File: src/rtl/asr_pkg.sv
package asr_pkg;

    // Store depth shared by both sign classes together
    localparam int SET_DEPTH = 64;
    localparam int ADDR_W    = $clog2(SET_DEPTH);
    localparam int CNT_W     = $clog2(SET_DEPTH + 1);
    localparam int DATA_W    = 32;

    typedef enum logic [1:0] {
        ST_IDLE,
        ST_EMIT,
        ST_DRAIN
    } asr_state_t;

    // Commands from controller to datapath
    typedef struct packed {
        logic load;   // store the request on the ports
        logic issue;  // read the next element of the run
        logic clear;  // end of run: reset counts and pointers
    } asr_cmd_t;

    // Status from datapath to controller
    typedef struct packed {
        logic last_issue;  // the read issued now is the final one of the run
    } asr_stat_t;

endpackage

File: src/rtl/asr_ram.sv
module asr_ram #(
    parameter int WIDTH = 32,
    parameter int DEPTH = 64
) (
    input  logic                     clk,
    input  logic                     wr_en,
    input  logic [$clog2(DEPTH)-1:0] wr_addr,
    input  logic [WIDTH-1:0]         wr_data,
    input  logic                     rd_en,
    input  logic [$clog2(DEPTH)-1:0] rd_addr,
    output logic [WIDTH-1:0]         rd_data
);

    logic [WIDTH-1:0] mem [DEPTH];

    // Write one word, read one word with registered output
    always_ff @(posedge clk)
    begin
        if (wr_en)
        begin
            mem[wr_addr] <= wr_data;
        end
        if (rd_en)
        begin
            rd_data <= mem[rd_addr];
        end
    end

endmodule

File: src/rtl/asr_ctrl.sv
module asr_ctrl
    import asr_pkg::*;
(
    input  logic      clk,
    input  logic      rst_n,
    input  logic      start,
    input  logic      end_of_set,
    input  asr_stat_t stat,
    output asr_cmd_t  cmd,
    output logic      busy
);

    asr_state_t state_reg;
    asr_state_t state_next;

    // Hold state
    always_ff @(posedge clk or negedge rst_n)
    begin
        if (!rst_n)
        begin
            state_reg <= ST_IDLE;
        end
        else
        begin
            state_reg <= state_next;
        end
    end

    // Advance on the last request of a set, then through the run
    always_comb
    begin
        state_next = state_reg;
        case (state_reg)
            ST_IDLE:
            begin
                if (start && end_of_set)
                begin
                    state_next = ST_EMIT;
                end
            end
            ST_EMIT:
            begin
                if (stat.last_issue)
                begin
                    state_next = ST_DRAIN;
                end
            end
            ST_DRAIN:
            begin
                state_next = ST_IDLE;
            end
            default:
            begin
                state_next = ST_IDLE;
            end
        endcase
    end

    // Drive commands
    always_comb
    begin
        cmd  = '0;
        busy = 1'b1;
        case (state_reg)
            ST_IDLE:
            begin
                busy     = 1'b0;
                cmd.load = start;
            end
            ST_EMIT:
            begin
                cmd.issue = 1'b1;
            end
            ST_DRAIN:
            begin
                cmd.clear = 1'b1;
            end
            default:
            begin
                busy = 1'b1;
            end
        endcase
    end

endmodule

File: src/rtl/asr_datapath.sv
module asr_datapath
    import asr_pkg::*;
(
    input  logic                     clk,
    input  logic                     rst_n,
    input  asr_cmd_t                 cmd,
    input  logic signed [DATA_W-1:0] sample_value,
    output asr_stat_t                stat,
    output logic                     out_valid,
    output logic signed [DATA_W-1:0] out_value,
    output logic                     out_last,
    output logic                     truncated
);

    logic [CNT_W-1:0]  nn_cnt_reg, nn_cnt_next;
    logic [CNT_W-1:0]  ng_cnt_reg, ng_cnt_next;
    logic              ovf_reg, ovf_next;
    logic [CNT_W-1:0]  p_reg, p_next;
    logic [CNT_W-1:0]  q_reg, q_next;
    logic [CNT_W-1:0]  k_reg, k_next;
    logic              take_reg, take_next;
    logic              valid_reg;
    logic              sel_reg;
    logic              last_reg;
    logic              trunc_reg;

    logic [CNT_W-1:0]  total;
    logic              full;
    logic              is_neg;
    logic              nn_we, ng_we;
    logic              use_nn;
    logic [DATA_W-1:0] nn_rdata, ng_rdata;

    assign total  = nn_cnt_reg + ng_cnt_reg;
    assign full   = (total >= CNT_W'(SET_DEPTH));
    assign is_neg = sample_value[DATA_W-1];
    assign nn_we  = cmd.load && !full && !is_neg;
    assign ng_we  = cmd.load && !full && is_neg;

    // Pick the class for this position; fall back when one runs out
    always_comb
    begin
        if (p_reg >= nn_cnt_reg)
        begin
            use_nn = 1'b0;
        end
        else if (q_reg >= ng_cnt_reg)
        begin
            use_nn = 1'b1;
        end
        else
        begin
            use_nn = take_reg;
        end
    end

    assign stat.last_issue = cmd.issue && (k_reg + CNT_W'(1) == total);

    // Update counts, overflow flag and read pointers
    always_comb
    begin
        nn_cnt_next = nn_cnt_reg;
        ng_cnt_next = ng_cnt_reg;
        ovf_next    = ovf_reg;
        p_next      = p_reg;
        q_next      = q_reg;
        k_next      = k_reg;
        take_next   = take_reg;
        if (cmd.clear)
        begin
            nn_cnt_next = '0;
            ng_cnt_next = '0;
            ovf_next    = 1'b0;
            p_next      = '0;
            q_next      = '0;
            k_next      = '0;
            take_next   = 1'b1;
        end
        else if (cmd.issue)
        begin
            if (use_nn)
            begin
                p_next = p_reg + CNT_W'(1);
            end
            else
            begin
                q_next = q_reg + CNT_W'(1);
            end
            k_next    = k_reg + CNT_W'(1);
            take_next = !take_reg;
        end
        else if (cmd.load)
        begin
            if (full)
            begin
                ovf_next = 1'b1;
            end
            else if (is_neg)
            begin
                ng_cnt_next = ng_cnt_reg + CNT_W'(1);
            end
            else
            begin
                nn_cnt_next = nn_cnt_reg + CNT_W'(1);
            end
        end
    end

    always_ff @(posedge clk or negedge rst_n)
    begin
        if (!rst_n)
        begin
            nn_cnt_reg <= '0;
            ng_cnt_reg <= '0;
            ovf_reg    <= 1'b0;
            p_reg      <= '0;
            q_reg      <= '0;
            k_reg      <= '0;
            take_reg   <= 1'b1;
            valid_reg  <= 1'b0;
        end
        else
        begin
            nn_cnt_reg <= nn_cnt_next;
            ng_cnt_reg <= ng_cnt_next;
            ovf_reg    <= ovf_next;
            p_reg      <= p_next;
            q_reg      <= q_next;
            k_reg      <= k_next;
            take_reg   <= take_next;
            valid_reg  <= cmd.issue;
        end
    end

    // Track the read in flight alongside the RAM latency
    always_ff @(posedge clk)
    begin
        if (cmd.issue)
        begin
            sel_reg   <= use_nn;
            last_reg  <= stat.last_issue;
            trunc_reg <= ovf_reg;
        end
    end

    asr_ram #(
        .WIDTH (DATA_W),
        .DEPTH (SET_DEPTH)
    ) u_nn_ram (
        .clk     (clk),
        .wr_en   (nn_we),
        .wr_addr (nn_cnt_reg[ADDR_W-1:0]),
        .wr_data (sample_value),
        .rd_en   (cmd.issue),
        .rd_addr (p_reg[ADDR_W-1:0]),
        .rd_data (nn_rdata)
    );

    asr_ram #(
        .WIDTH (DATA_W),
        .DEPTH (SET_DEPTH)
    ) u_ng_ram (
        .clk     (clk),
        .wr_en   (ng_we),
        .wr_addr (ng_cnt_reg[ADDR_W-1:0]),
        .wr_data (sample_value),
        .rd_en   (cmd.issue),
        .rd_addr (q_reg[ADDR_W-1:0]),
        .rd_data (ng_rdata)
    );

    assign out_valid = valid_reg;
    assign out_value = sel_reg ? nn_rdata : ng_rdata;
    assign out_last  = last_reg;
    assign truncated = trunc_reg;

endmodule

File: src/rtl/alternate_sign_rearrange.sv
// Loads signed words one per cycle while busy is low (start high accepts a
// request). The request with end_of_set high closes the set; the block then
// raises busy and emits the set reordered as non-negative, negative,
// non-negative, ..., each class in arrival order, zero counted non-negative.
// Results come one per cycle on out_valid from registered store reads, and
// the receiver cannot stall them; out_last marks the final result and
// truncated is high on every result of a set that lost words beyond the
// 64-entry store. Busy stays high through the emit state, which reads one
// word per cycle from the two single-read-port stores, and the drain state.
module alternate_sign_rearrange
    import asr_pkg::*;
(
    input  logic                     clk,
    input  logic                     rst_n,
    input  logic                     start,
    output logic                     busy,
    input  logic signed [DATA_W-1:0] sample_value,
    input  logic                     end_of_set,
    output logic                     out_valid,
    output logic signed [DATA_W-1:0] out_value,
    output logic                     out_last,
    output logic                     truncated
);

    asr_cmd_t  cmd;
    asr_stat_t stat;

    asr_ctrl u_ctrl (
        .clk        (clk),
        .rst_n      (rst_n),
        .start      (start),
        .end_of_set (end_of_set),
        .stat       (stat),
        .cmd        (cmd),
        .busy       (busy)
    );

    asr_datapath u_datapath (
        .clk          (clk),
        .rst_n        (rst_n),
        .cmd          (cmd),
        .sample_value (sample_value),
        .stat         (stat),
        .out_valid    (out_valid),
        .out_value    (out_value),
        .out_last     (out_last),
        .truncated    (truncated)
    );

`ifndef SYNTHESIS
    // Results appear only during a run
    a_valid_busy: assert property (@(posedge clk) disable iff (!rst_n)
        out_valid |-> busy)
        else $error("result outside a run");

    // A run is contiguous until its final result
    a_run_contig: assert property (@(posedge clk) disable iff (!rst_n)
        out_valid && !out_last |=> out_valid)
        else $error("gap inside a run");

    // Nothing follows the final result directly
    a_last_ends: assert property (@(posedge clk) disable iff (!rst_n)
        out_valid && out_last |=> !out_valid)
        else $error("result after final element");

    // Closing request starts a run
    a_close_busy: assert property (@(posedge clk) disable iff (!rst_n)
        start && !busy && end_of_set |=> busy)
        else $error("closing request did not start a run");
`endif

endmodule

File: config.mk
export PLATFORM = sky130hd
export DESIGN_NAME = alternate_sign_rearrange
export DESIGN_NICKNAME = d
export VERILOG_FILES = /design/src/rtl/asr_pkg.sv /design/src/rtl/asr_ram.sv /design/src/rtl/asr_ctrl.sv /design/src/rtl/asr_datapath.sv /design/src/rtl/alternate_sign_rearrange.sv
export SDC_FILE = /design/constraint.sdc
export NUM_CORES = 2
export LEC_CHECK = 0
export ABC_AREA = 1
export BUFFER_PORTS_ARGS = -buffer_cell sky130_fd_sc_hd__buf_4
export CAP_MARGIN = 30
export CORE_MARGIN = 3
export CORE_UTILIZATION = 50
export CTS_CLUSTER_SIZE = 25
export DETAILED_ROUTE_END_ITERATION = 8
export PLACE_DENSITY_LB_ADDON = 0.08
export SYNTH_ARGS = -nofsm -noshare
export SYNTH_HDL_FRONTEND = slang
export SYNTH_SLANG_ARGS = --single-unit
File: constraint.sdc
create_clock -name clk -period 4.5 [get_ports clk]
set_input_delay 1.35 -clock clk [delete_from_list [all_inputs] [get_ports clk]]
set_output_delay 1.35 -clock clk [all_outputs]
set_load 0.01 [all_outputs]
==> impl_metrics.csv <==
group,metric,value,unit
timing,hold_violations,0,
setup_path,crit_path_end_kind,"output port",
synthesis,synth_compound_area_share,11.52,%
setup_path,cp-endpoint,"out_value[26]",
power_and_ir_drop,p_comb_share,32.0,%
synthesis,yosys_most_used_dff,"edfxtp_1",
setup_path,worst-endpoint-arrival,2670,ps
synthesis,synthTopCellsByArea,"edfxtp_1 (76%), o21ai_0 (6.4%), nor2_1 (5.9%)",
setup_path,r2r-start,"u_datapath.nn_cnt_reg[0]",
setup_path,cp_cell_sequence,"buf_4 -> mux2_2 -> buf_4",
timing,report.final.slew_viol_count,0,
clocking,cts_sinks,4203,
setup_path,cp.required,3150,ps
die,core_area,328200,um2
setup_path,reg2reg_slack,780,ps
route,drc,0,
grt,grt_pass1_vias,99341,
clocking,cts-root-buf,"clkbuf_16",
die,rows,210,
timing,worst_pin_slew,1132,ps
final_layout,post_route_cells_drive_above_1_share,9.757,%
timing,max_slew_margin,24.50,%
final_layout,fin_nets,12530,
synthesis,synth_simple_gate_area_share,9.151,%
power_and_ir_drop,p_int,73210,uW
power_and_ir_drop,p_sw_share,37.41,%
clocking,max-clock-path-buffers,4,
synthesis,synth-xor-area-share,0.04768,%
timing,rsz0062_at_grt,"no",
clocking,cts_resized,0,
clocking,clk_pin_slew,60,ps
timing,setup_viol,0,
synthesis,yosysTopAreaCellShare,75.62,%
outcome,outcome,"complete, no violations",
synthesis,ys_seq_elements,4203,
grt,grt_use_total,29.23,%
setup_path,r2r_end,"u_datapath.u_ng_ram.mem[11][31]",
timing,finalCritPeriodShare,89.34,%
route,ant_nets,0,
clocking,cts_buffers,421,
clocking,cts.htree.levels,5,
synthesis,syn_inst,12431,
clocking,holdBufCountCts,0,
placement,gp_congestion,0.9096,
timing,finalCriticalPeriod,4020,ps
synthesis,synth_warnings,0,
power_and_ir_drop,power_leakage,0.05921,uW
route,wl_per_cell,29.44,um
grt,grt_overflow,0,
power_and_ir_drop,switchingPower,43760,uW
timing,clock_skew,39.42,ps
final_layout,nFillCells,25934,
synthesis,yosys.area_share.adder,0.2316,%
power_and_ir_drop,p_per_area,626.4,nW/um2
setup_path,cp-start-kind,"flop",
synthesis,ys_seq_area_share,76.23,%
setup_path,cp.depth,3,
clocking,postCtsSetupBuffers,0,
setup_path,crit_top_cell,"buf_4",
synthesis,synth_edf_count,4163,
power_and_ir_drop,p_clk_share,29.3,%
route,viasPerCell,6.181,
synthesis,synth_area_per_cell,13.30,um2
timing,fin_setup_tns,0,ps
grt,antenna_found_initial,23,
power_and_ir_drop,peakVddDrop,0.0004890,V
setup_path,cp_top_family,"buffers and inverters",
die,die_area,337500,um2
final_layout,largestRegisters,"u_datapath.u_ng_ram.mem x2048, u_datapath.u_nn_ram.mem x2048",
clocking,cts_tree,"built",
route,vias,106194,
die,io_pins,72,
setup_path,slowest_stage,"edfxtp_1",
synthesis,synth_top_family_by_area,"compound AO/OA/AOI/OAI gates",
final_layout,area_growth,12.96,%
synthesis,yosysMostFrequentCell,"edfxtp_1",
route,wirelength,505.7,mm
synthesis,synth_common_cells,"edfxtp_1 (4,163), nor2_1 (2,584), o21ai_0 (2,114)",
die,initial_utilization,50.37,%
flow_run,maxCapViolations,0,
setup_path,cp.buffers_inverters,2,
synthesis,synth_top_area_cell,"edfxtp_1",
route,drt_iter0_markers,15004,
clocking,clk_latency,960,ps
synthesis,synth_nets,12497,
synthesis,synth_area,165300,um2
synthesis,synth_cell_types,39,
grt,grt_max_degree,162,
route,first_pass_iters,6,
placement,hpwl,290.4,mm
die,die_h,581.0,um
setup_path,max_stage_delay,580,ps
grt,grt_pass1_wl,718.2,mm
placement,port_buffers,71,
synthesis,synthArstFlopShare,0.9517,%
setup_path,crit_type,"flop to output port",
final_layout,fin_util,56.90,%
synthesis,synth_mux_area_share,0.2301,%
timing,fmax,248.7,MHz
die,dieWidth,581.0,um
setup_path,reg2regPathDepth,15,
setup_path,crit_fanout,27,
placement,dp_slack,734.7,ps
timing,layout_setup_ws,479.5,ps
hold_path,hold_path_class,"input port to asynchronous set/reset pin",
power_and_ir_drop,seq_power_share,38.7,%
setup_path,critPathLaunch,"u_datapath.sel_reg",
==> layout make-up <==
class / instances / area (um2) / share of cell area (%)
sequential: 4203 / 126000 / 67.50
multi-input combinational: 7262 / 36010 / 19.28
clock buffer: 519 / 11070 / 5.929
timing repair buffer: 480 / 5451 / 2.919
tap: 4346 / 5438 / 2.912
clock inverter: 262 / 2285 / 1.224
inverter: 96 / 414.1 / 0.2218
antenna: 12 / 30.03 / 0.01608
==> how the worst min path moves through the flow <==
| stage | cells past startpoint | endpoint | slack (ps) |
|---|---|---|---|
| 6_report | 1 | u_datapath.p_reg[0] | 390 |
| 5_1_grt | 1 | u_datapath.nn_cnt_reg[0] | 400 |
| 2_1_floorplan | 0 | u_datapath.truncated | 420 |
| 3_3_place_gp | 0 | u_datapath.truncated | 450 |
| 4_1_cts | 1 | u_datapath.p_reg[0] | 350 |
| 3_5_place_dp | 0 | u_datapath.truncated | 460 |
==> cells in the final DEF, fill, tap and decap left out, drive strengths merged, types with 2 or more instances in the layout <==
master    instances
edfxtp         4163
nor2           2584
o21ai          2159
nand2           624
o22ai           541
nand3           525
clkbuf          519
buf             480
o211ai          397
clkinv          206
a21oi           170
o221ai          111
inv             104
nand4            56
dfrtp            39
bufinv           36
mux2             32
ha               29
diode            12
clkinvlp         12
xor2              9
nor3              9
or2               5
o31ai             3
mux2i             2
==> per-layer routing <==
metal / GRT usage, % / routed length, um
met5: 0 / 12
met4: 9.194 / 17100
met3: 6.101 / 50710
met2: 44.09 / 227400
met1: 42.76 / 210500
==> power groups by stage <==
| stage | sequential (uW) | combinational, uW | clock [uW] |
|---|---|---|---|
| final | 45300 | 37500 | 34200 |
| after detailed placement | 46100 | 36700 | 0 |
| after global routing | 45200 | 40100 | 36300 |
| after global placement | 46100 | 36200 | 0 |
| after CTS | 45200 | 36800 | 34700 |
| after floorplan | 45200 | 20800 | 0 |
==> metrics by stage <==
stage,cells,hold WS [ps],power [uW],area (um2)
after floorplan,12431,418.6,66050,165300
after global placement,16380,449.0,82230,173200
after detailed placement,16384,458.6,82750,173300
after CTS,17165,346.9,116800,186600
after global routing,17170,403.0,121600,186700
final,17180,392.9,117000,186700
==> cells by family (layout without fill, tap and decap cells) <==
| logic type | Yosys count | in the layout |
|---|---|---|
| mux | 34 | 34 |
| buf+inv | 966 | 1357 |
| simple gates | 3805 | 3805 |
| other cells | 0 | 12 |
| fa+ha+maj | 30 | 30 |
| flops | 4203 | 4203 |
| xor+xnor | 9 | 9 |
| compound gates | 3384 | 3384 |
(Power assumes the default switching activity.)
